==> config.mk <==
export PLATFORM = sky130hd
export DESIGN_NAME = rle8_bitmap_decoder
export DESIGN_NICKNAME = d
export VERILOG_FILES = /design/src/hw/rtl/rle8_pkg.sv /design/src/hw/rtl/rle8_bitmap_decoder.sv
export SDC_FILE = /design/constraint.sdc
export NUM_CORES = 1
export LEC_CHECK = 0
export BUFFER_PORTS_ARGS = -buffer_cell sky130_fd_sc_hd__buf_4
export CAP_MARGIN = 20
export CORE_MARGIN = 8
export CORE_UTILIZATION = 37
export DETAILED_ROUTE_END_ITERATION = 10
export PLACE_DENSITY_LB_ADDON = 0.08
export SYNTH_ARGS = -nofsm -noshare
export SYNTH_HDL_FRONTEND = slang
export SYNTH_SLANG_ARGS = --single-unit
export TNS_END_PERCENT = 5
==> constraint.sdc <==
create_clock -name clock -period 6.85 [get_ports clock]
set_input_delay 1.0275 -clock clock [delete_from_list [all_inputs] [get_ports clock]]
set_output_delay 1.0275 -clock clock [all_outputs]
set_load 0.01 [all_outputs]
==> src/hw/rtl/rle8_pkg.sv <==
// Shared constants and helpers for the RLE8 bitmap stream decoder.
package rle8_pkg;

   // Largest usable row width; the configured width is limited to this.
   localparam int MAX_WIDTH = 2048;

   localparam int BYTE_W   = 8;
   localparam int COL_W    = 12;
   localparam int ROW_W    = 12;
   localparam int OCOL_W   = 11;
   localparam int KIND_W   = 2;
   localparam int PHASE_W  = 3;

   typedef logic [BYTE_W-1:0]  byte_type;
   typedef logic [COL_W-1:0]   col_type;
   typedef logic [ROW_W-1:0]   row_type;
   typedef logic [OCOL_W-1:0]  ocol_type;
   typedef logic [KIND_W-1:0]  kind_type;
   typedef logic [PHASE_W-1:0] phase_type;

   // Result kinds
   localparam kind_type KIND_RUN = 2'd0;
   localparam kind_type KIND_EOL = 2'd1;
   localparam kind_type KIND_EOB = 2'd2;

   // Escape codes following a zero first byte
   localparam byte_type ESC_EOL   = 8'h00;
   localparam byte_type ESC_EOB   = 8'h01;
   localparam byte_type ESC_DELTA = 8'h02;

   // Parser phases
   localparam phase_type PH_FIRST  = 3'd0;
   localparam phase_type PH_SECOND = 3'd1;
   localparam phase_type PH_DX     = 3'd2;
   localparam phase_type PH_DY     = 3'd3;
   localparam phase_type PH_LIT    = 3'd4;
   localparam phase_type PH_PAD    = 3'd5;

   localparam col_type  ROW_WIDTH_RESET = 12'd480;
   localparam col_type  COL_MAX         = {COL_W{1'b1}};
   localparam ocol_type OCOL_MAX        = {OCOL_W{1'b1}};

   // Column plus a byte, saturating at the top of the column range.
   function automatic col_type add_column(input col_type col, input byte_type n);
      logic [COL_W:0] sum;
      begin
         sum = {1'b0, col} + {{(COL_W+1-BYTE_W){1'b0}}, n};
         add_column = sum[COL_W] ? COL_MAX : sum[COL_W-1:0];
      end
   endfunction

endpackage

==> src/hw/rtl/rle8_bitmap_decoder.sv <==
// RLE8 bitmap stream decoder: byte parser with registered input and result stages.
//
// Usage:
//   req_ channel carries one compressed stream byte per word (req_stream_byte).
//   rsp_ channel carries at most one result per input byte: a pixel run
//   (column, clipped length, palette index, row), an end of line or an end of
//   bitmap marker. Bytes that only move the parser (first byte of a command,
//   escape bytes of a delta, pad bytes, literal counts) produce no word.
//   csr_wr_en / csr_wr_data set the row width; write only while idle.
// Timing:
//   A byte is registered into the input stage on acceptance, parsed there,
//   and its result is registered into the result stage when it advances.
//   One byte is accepted every cycle while req_stall is low; the rate is set
//   by the single parse stage, whose state update is one short step per byte.
// Reset (synchronous, active high) empties both stages, returns the parser to
//   the first byte of a command, clears column and row, and sets the row
//   width to 480.
// Stall: while rsp_stall holds a valid result, the result stage holds; an
//   empty input stage still fills, and req_stall rises once it is occupied.
module rle8_bitmap_decoder (
   input  logic                clock,
   input  logic                reset,
   input  logic                csr_wr_en,
   input  rle8_pkg::col_type   csr_wr_data,
   input  logic                req_valid,
   output logic                req_stall,
   input  rle8_pkg::byte_type  req_stream_byte,
   output logic                rsp_valid,
   input  logic                rsp_stall,
   output rle8_pkg::kind_type  rsp_kind,
   output rle8_pkg::ocol_type  rsp_run_column,
   output rle8_pkg::byte_type  rsp_run_length,
   output rle8_pkg::byte_type  rsp_pixel_index,
   output rle8_pkg::row_type   rsp_row_number,
   output logic                rsp_clipped
);
   import rle8_pkg::*;

   localparam logic [COL_W:0] MAX_WIDTH_W = (COL_W+1)'(MAX_WIDTH);

   // configuration
   col_type   row_width_ff;

   // input stage
   logic      in_valid_ff;
   byte_type  in_byte_ff;

   // parser state
   phase_type phase_ff, phase_in;
   byte_type  held_ff, held_in;
   byte_type  lits_ff, lits_in;
   logic      pad_ff, pad_in;
   col_type   column_ff, column_in;
   row_type   row_ff, row_in;

   // result stage
   logic      rsp_valid_ff;
   kind_type  kind_ff, kind_in;
   ocol_type  ocol_ff, ocol_in;
   byte_type  len_ff, len_in;
   byte_type  pix_ff, pix_in;
   row_type   orow_ff, orow_in;
   logic      clip_ff, clip_in;
   logic      emit;

   logic      advance;
   col_type   width_eff;
   col_type   room;
   byte_type  run_len;
   byte_type  run_pix;
   byte_type  lits_dec;

   assign advance   = !rsp_valid_ff || !rsp_stall;
   assign req_stall = in_valid_ff && !advance;

   assign width_eff = ({1'b0, row_width_ff} > MAX_WIDTH_W) ? MAX_WIDTH_W[COL_W-1:0]
                                                           : row_width_ff;
   assign room      = width_eff - column_ff;
   assign lits_dec  = lits_ff - 8'd1;

   always_comb begin
      phase_in  = phase_ff;
      held_in   = held_ff;
      lits_in   = lits_ff;
      pad_in    = pad_ff;
      column_in = column_ff;
      row_in    = row_ff;
      emit      = 1'b0;
      kind_in   = KIND_RUN;
      ocol_in   = '0;
      len_in    = '0;
      pix_in    = '0;
      orow_in   = row_ff;
      clip_in   = 1'b0;
      run_len   = '0;
      run_pix   = in_byte_ff;

      case (phase_ff)
         PH_SECOND: begin
            phase_in = PH_FIRST;
            if (held_ff != 8'd0) begin
               emit    = 1'b1;
               run_len = held_ff;
            end else if (in_byte_ff == ESC_EOL) begin
               emit      = 1'b1;
               kind_in   = KIND_EOL;
               column_in = '0;
               row_in    = row_ff + 12'd1;
            end else if (in_byte_ff == ESC_EOB) begin
               emit      = 1'b1;
               kind_in   = KIND_EOB;
               column_in = '0;
               row_in    = '0;
            end else if (in_byte_ff == ESC_DELTA) begin
               phase_in = PH_DX;
            end else begin
               lits_in  = in_byte_ff;
               pad_in   = in_byte_ff[0];
               phase_in = PH_LIT;
            end
         end
         PH_DX: begin
            column_in = add_column(column_ff, in_byte_ff);
            phase_in  = PH_DY;
         end
         PH_DY: begin
            phase_in = PH_FIRST;
         end
         PH_LIT: begin
            emit    = 1'b1;
            run_len = 8'd1;
            lits_in = lits_dec;
            if (lits_dec == 8'd0) begin
               phase_in = pad_ff ? PH_PAD : PH_FIRST;
            end
         end
         PH_PAD: begin
            pad_in   = 1'b0;
            phase_in = PH_FIRST;
         end
         default: begin
            held_in  = in_byte_ff;
            phase_in = PH_SECOND;
         end
      endcase

      // pixel run: clip against the effective width, then advance the column
      if (emit && kind_in == KIND_RUN) begin
         pix_in  = run_pix;
         ocol_in = (column_ff > {1'b0, OCOL_MAX}) ? OCOL_MAX : column_ff[OCOL_W-1:0];
         if (column_ff >= width_eff) begin
            len_in  = '0;
            clip_in = 1'b1;
         end else if ({{(COL_W-BYTE_W){1'b0}}, run_len} > room) begin
            len_in  = room[BYTE_W-1:0];
            clip_in = 1'b1;
         end else begin
            len_in = run_len;
         end
         column_in = add_column(column_ff, run_len);
      end
   end

   always_ff @(posedge clock) begin
      if (reset) begin
         row_width_ff <= ROW_WIDTH_RESET;
         in_valid_ff  <= 1'b0;
         phase_ff     <= PH_FIRST;
         held_ff      <= '0;
         lits_ff      <= '0;
         pad_ff       <= 1'b0;
         column_ff    <= '0;
         row_ff       <= '0;
         rsp_valid_ff <= 1'b0;
      end else begin
         if (csr_wr_en) begin
            row_width_ff <= csr_wr_data;
         end
         // fill the input stage whenever it is not held
         if (!req_stall) begin
            in_valid_ff <= req_valid;
         end
         if (advance) begin
            rsp_valid_ff <= in_valid_ff && emit;
            // drop the parser update when the input stage is empty
            if (in_valid_ff) begin
               phase_ff  <= phase_in;
               held_ff   <= held_in;
               lits_ff   <= lits_in;
               pad_ff    <= pad_in;
               column_ff <= column_in;
               row_ff    <= row_in;
            end
         end
      end
   end

   // payload registers, no reset
   always_ff @(posedge clock) begin
      if (!req_stall) begin
         in_byte_ff <= req_stream_byte;
      end
      if (advance) begin
         kind_ff    <= kind_in;
         ocol_ff    <= ocol_in;
         len_ff     <= len_in;
         pix_ff     <= pix_in;
         orow_ff    <= orow_in;
         clip_ff    <= clip_in;
      end
   end

   assign rsp_valid       = rsp_valid_ff;
   assign rsp_kind        = kind_ff;
   assign rsp_run_column  = ocol_ff;
   assign rsp_run_length  = len_ff;
   assign rsp_pixel_index = pix_ff;
   assign rsp_row_number  = orow_ff;
   assign rsp_clipped     = clip_ff;

endmodule

After elaboration in Yosys (flattened, before gate mapping)
Cells that the tools add are included.
{"block": "word_totals", "reg_bits": 108, "output_inout_bits": 44, "wordCells": 106, "inputBits": 25}
{"block": "classes", "bitwise_logic": 3, "reduce_logical": 24, "mux": 40, "eq_ne": 14, "addsub": 5, "magnitude_cmp": 4}
{"op": "2-to-1 mux 12 bit", "count": 8}
{"op": "2-to-1 mux 8 bit", "count": 6}
{"op": "case mux 8 bit (2 select lines)", "count": 2}
{"op": "adder 12 x 8 -> 13 bit", "count": 2}
{"op": "case mux 12 bit (2 select lines)", "count": 1}
{"op": "2-to-1 mux 3 bit", "count": 6}
{"op": "logical NOT 8 bit", "count": 2}
{"op": "AND reduction 7 bit", "count": 2}
{"op": "adder 12 x 1 -> 12 bit (second input constant)", "count": 1}
{"op": ">= comparator 12 bit", "count": 1}
{"op": "greater-than comparator 12 x 11 -> 1 bit (second input constant)", "count": 1}
{"op": "greater-than comparator 12 bit (second input constant)", "count": 1}
{"op": "greater-than comparator 8 x 12 -> 1 bit", "count": 1}
{"op": "case mux 3 bit (4 select lines)", "count": 1}
{"op": "subtractor 12 bit", "count": 1}
{"op": "2-to-1 mux 11 bit", "count": 1}
{"op": "inequality test 2 bit (second input constant)", "count": 5}
{"op": "AND reduction 5 bit", "count": 2}
{"op": "2-to-1 mux 1 bit", "count": 9}
{"op": "equality test 8 x 1 -> 1 bit (second input constant)", "count": 1}
{"op": "equality test 8 x 2 -> 1 bit (second input constant)", "count": 1}
{"op": "2-to-1 mux 2 bit", "count": 4}
{"op": "nonzero test 8 bit", "count": 1}
{"op": "subtractor 8 x 1 -> 8 bit (second input constant)", "count": 1}
{"op": "other kinds (16)", "count": 29}

Longest topological paths before layout
{"block": "logic_depth", "ltp_word": 9, "depth_mapped": 16, "depth_no_buf": 14}

Worst setup path before layout
Ideal clock, no wire load.
{"block": "synth_path", "path_kind": "register -> register", "start": "reg row_width_ff[11]", "end": "reg len_ff[0] (netlist: rsp_run_length[0]) (data pin)", "n_path_buf": 2, "arrival_ns": 3.757, "setup_time_ns": 0.271, "setup_slack_ns": 2.822, "synth_period_minus_slack_ns": 4.028, "required_ns": 6.579, "stages_incl_launch_ff": 17, "cell_sequence": "dfxtp_1 -> clkbuf_1 -> nand2b_1 -> ha_1 -> inv_1 -> fa_1 -> a21o_1 -> a221oi_4 -> xor2_1 -> ha_1 -> nand4_1 -> o21ai_0 -> or4_4 -> nor4b_4 -> and2_1 -> buf_6 -> o41ai_1"}
{"block": "synth_via", "elab_chain_len": 5, "elab_cells_between_ends": 7, "classes_between": "add/sub: 1; order compare: 3; mux: 2; reduce/logical: 1"}
{"element": "start: declaration", "line": "rle8_bitmap_decoder.sv:42", "source": "col_type row_width_ff;"}
{"element": "start signal: assignment", "line": "rle8_bitmap_decoder.sv:177", "source": "row_width_ff <= csr_wr_data;"}
{"element": "greater-than comparator 12 bit", "line": "rle8_bitmap_decoder.sv:76", "source": "assign width_eff = ({1'b0, row_width_ff} > MAX_WIDTH_W) ? MAX_WIDTH_W[COL_W-1:0]"}
{"element": "2-to-1 mux 12 bit *", "line": "rle8_bitmap_decoder.sv:76"}
{"element": "subtractor 12 bit", "line": "rle8_bitmap_decoder.sv:78", "source": "assign room = width_eff - column_ff;"}
{"element": "greater-than comparator 8 x 12 -> 1 bit", "line": "rle8_bitmap_decoder.sv:154", "source": "end else if ({{(COL_W-BYTE_W){1'b0}}, run_len} > room) begin"}
{"element": "2-to-1 mux 8 bit", "line": "rle8_bitmap_decoder.sv:154"}
{"element": "end signal: assignment", "line": "rle8_bitmap_decoder.sv:206", "source": "len_ff <= len_in;"}
{"element": "end: declaration", "line": "rle8_bitmap_decoder.sv:60", "source": "byte_type len_ff, len_in;"}
Mark *: on every way between the ends. The rest lies on a longest branch, timed or not.
A chain may end at the register's enable or synchronous reset.

Worst setup path in the final report
{"block": "layout_path", "start": "reg row_width_ff[11]", "end": "reg len_ff[7] (netlist: rsp_run_length[7]) (data pin)"}
Same word-level chain as after synthesis.

==> flow_metrics.env <==
export IMPL_status="completed"
export IMPL_synthesis_area_um2=6350
export IMPL_ctsResizeCount=0
export IMPL_max_slew_worst_pin_slew_ns=0.895
export IMPL_clock_tree_root_cell="clkbuf_16"
export IMPL_ys_top_cells_by_area="edfxtp_1 (24%), dfxtp_1 (18%), ha_1 (7.9%), a21oi_1 (5.2%), nor2_1 (4.0%)"
export IMPL_slew_headroom=0.401
export IMPL_num_antenna_cells=0
export IMPL_yosysTopAreaCellShare=0.236
export IMPL_avgSynthCellArea_um2=9.27
export IMPL_clk_pin_slew_ns=0.08
export IMPL_fin_tns_setup_ns=0
export IMPL_dp_hpwl_um=12400
export IMPL_grt_pass1_vias=4951
export IMPL_wire_per_inst_um=17.4
export IMPL_cts_setup_buffers=0
export IMPL_synth_largest_area_cell="edfxtp_1"
export IMPL_drive_gt1_frac=0.139
export IMPL_worstSetupPathType="reg -> reg"
export IMPL_synth_nets=753
export IMPL_clk_insertion_delay_late_ns=0.36
export IMPL_grt_busiest_layer="met2"
export IMPL_die_y_um=147
export IMPL_hp_class="reg -> reg"
export IMPL_clock_sinks=108
export IMPL_grt_pass1_wl_um=26600
export IMPL_dr_total_vias=5221
export IMPL_port_buffers=68
export IMPL_rsz0062_at_grt="false"
export IMPL_ys_seq_elements=108
export IMPL_gr_usage_met1=0.206
export IMPL_ant_nets=0
export IMPL_yosysWarnings=0
export IMPL_timing_fmax_ghz=0.225
export IMPL_critPathMaxStageDelay_ns=0.57
export IMPL_antenna_found_initial=0
export IMPL_slowest_stage="dfxtp_1"
export IMPL_synthCells=685
export IMPL_via_per_inst=5.40
export IMPL_cp_start_kind="register"
export IMPL_crit_family="simple AND/OR/NAND/NOR gates"
export IMPL_path_cells="nand2b_1 > ha_1 > inv_1 > fa_1 > a21o_1 > a221oi_4 > xor2_1 > ha_1 > nand4_1 > o21ai_0 > or4_4 > nor4b_4 > and2_1 > o21ai_0"
export IMPL_wl_um=16800
export IMPL_initial_core_util=0.372
export IMPL_period_minus_slack_ns=4.45
export IMPL_synth_edf_count=50
export IMPL_synthFlopType="dfxtp_1"
export IMPL_fin_crit_sh=0.649
export IMPL_ctsHoldBuffers=0
export IMPL_grt_max_degree=49
export IMPL_p_total_mw=1.50
export IMPL_cts_tree="done"
export IMPL_route_detailed_drc=0
export IMPL_first_iter_violations=326
export IMPL_critical_path_buf_inv_count=1
export IMPL_setup_violations_final=0
export IMPL_p_leak_nw=3.02
export IMPL_clock_path_buffers=2
export IMPL_io_pins=69
export IMPL_worst_setup_path_end_kind="register"
export IMPL_die_w_um=147
export IMPL_place_congestion=0.872
export IMPL_grt_total_usage=0.154
export IMPL_grt_use_met3=0.0360
export IMPL_met2_usage=0.249
export IMPL_maxCapViolations=0
export IMPL_cts_buffers=9
export IMPL_rows=48
export IMPL_die_area_um2=21600
export IMPL_crit_fanout=13
export IMPL_worstPathRequired_ns=6.95
export IMPL_area_growth_pct=15.5
export IMPL_core_area_um2=17100
export IMPL_htree_levels=3
export IMPL_slew_viol_final=0
export IMPL_arrival_ns=4.54
export IMPL_power_density_nw_per_um2=204
export IMPL_hold_viol=0
export IMPL_fin_skew_ns=0.00711
export IMPL_overflow=0
export IMPL_num_nets_final=804
export IMPL_fillers=1714
export IMPL_ys_seq_area_frac=0.419
export IMPL_synth_cell_types=66
export IMPL_synthArstFlopShare=0
export IMPL_irDropWorstVdd_v=0.000131
export IMPL_detail_route_first_pass_iterations=4
[state kept, by name, summed over array words and instances, names as in the netlist]
signal	flops
rsp_run_column	11
in_valid_ff	1
rsp_valid	1
orow_in	12
rsp_run_length	8
phase_ff	3
held_ff	8
rsp_row_number	12
lits_ff	8
rsp_pixel_index	8
in_byte_ff	8
column_ff	12
rsp_kind	2
row_width_ff	12
rsp_clipped	1
pad_ff	1
[metal layers]
metal | wire [um] | vias to the layer above
li1 | - | 2603
met1 | 7990 | 2473
met2 | 7840 | 136
met3 | 850 | 9
met4 | 136 | 0
met5 | 0 | -
[cell usage in the layout, fill, tap and decap left out, types with 3 or more instances in the layout]
cell | netlist | final
inv_1 | 27 | 27
inv_8 | 0 | 3
o21a_1 | 8 | 8
dfxtp_1 | 58 | 58
or3_1 | 8 | 8
a211o_1 | 4 | 4
a21o_1 | 11 | 11
xor2_1 | 16 | 16
buf_4 | 0 | 71
nand2_1 | 43 | 42
edfxtp_1 | 50 | 50
nand3_1 | 14 | 14
fa_1 | 3 | 3
o211ai_1 | 3 | 3
clkbuf_16 | 0 | 9
nor2b_1 | 24 | 24
o22ai_1 | 3 | 3
or3b_2 | 5 | 5
xnor2_1 | 12 | 12
nand2b_1 | 8 | 8
o31ai_1 | 4 | 4
nand4b_1 | 3 | 3
ha_1 | 40 | 40
and3_1 | 4 | 4
a22oi_1 | 4 | 4
a31oi_1 | 5 | 5
nand4_1 | 13 | 13
nor4_1 | 5 | 5
o21ai_0 | 35 | 35
a21oi_1 | 66 | 65
nor2_1 | 68 | 68
nand3b_1 | 3 | 3
a211oi_1 | 13 | 13
mux2i_1 | 20 | 20
and2_1 | 14 | 14
nor3b_1 | 6 | 6
nor3_1 | 21 | 21
[report_power, final]
part | total [mW] | internal [mW] | switching [mW] | leakage (nW)
logic | 0.263 | 0.109 | 0.154 | 1.81
registers | 0.717 | 0.695 | 0.0221 | 1.07
clock network | 0.517 | 0.257 | 0.260 | 0.142
total | 1.50 | 1.06 | 0.436 | 3.02
[synth_stat cells, drive strengths merged, types with 14 or more instances]
library cell  instances
nand2                43
a21oi                66
nor2                 68
clkbuf               24
nor3                 22
inv                  27
dfxtp                58
mux2i                20
xor2                 16
o21ai                36
edfxtp               50
and2                 14
nor2b                24
nand3                14
ha                   40
[path summary, 6_finish.rpt]
kind                                               startpoint                         endpoint  slack (ns)  depth (start not counted)
worst max-delay path            row_width_ff[11]$_SDFFE_PP0P_  rsp_run_length[7]$_SDFFCE_PP0N_        2.40                         14
worst min-delay path                 orow_in[11]$_SDFFE_PP0P_     rsp_row_number[11]$_DFFE_PN_        0.46                          0
worst max register to register  row_width_ff[11]$_SDFFE_PP0P_  rsp_run_length[7]$_SDFFCE_PP0N_        2.40                         14
worst min register to register       orow_in[11]$_SDFFE_PP0P_     rsp_row_number[11]$_DFFE_PN_        0.46                          0
[final cells by class]
type	instances	area [um2]	area share
Inverter	27	101	0.0138
Clock inverter	7	67.6	0.00921
Timing Repair Buffer	71	533	0.0727
Multi-Input combinational cell	519	3460	0.472
Tap cell	225	282	0.0384
Clock buffer	9	225	0.0307
Sequential cell	108	2660	0.363
[kinds of logic after synthesis]
family	synth area share
AND/OR/NAND/NOR	0.208
AO/OA/AOI/OAI	0.178
multiplexers	0.0315
flip-flops	0.419
buffers and inverters	0.0363
adder cells (fa/ha/maj)	0.0883
XOR/XNOR	0.0386
[through the flow]
| stage | hold WS, ns | setup WS [ns] | instances | utilization | instance area, um2 |
|---|---|---|---|---|---|
| 2_1_floorplan | 0.417 | 2.82 | 685 | - | 6350 |
| 3_3_place_gp | 0.430 | 2.61 | 950 | 0.413 | 7040 |
| 3_5_place_dp | 0.428 | 2.45 | 950 | 0.413 | 7040 |
| 4_1_cts | 0.457 | 2.43 | 966 | 0.430 | 7330 |
| 5_1_grt | 0.476 | 2.09 | 966 | 0.430 | 7330 |
| 6_report | 0.457 | 2.40 | 966 | 0.430 | 7330 |
No activity file was read; power rests on OpenSTA's default activity.
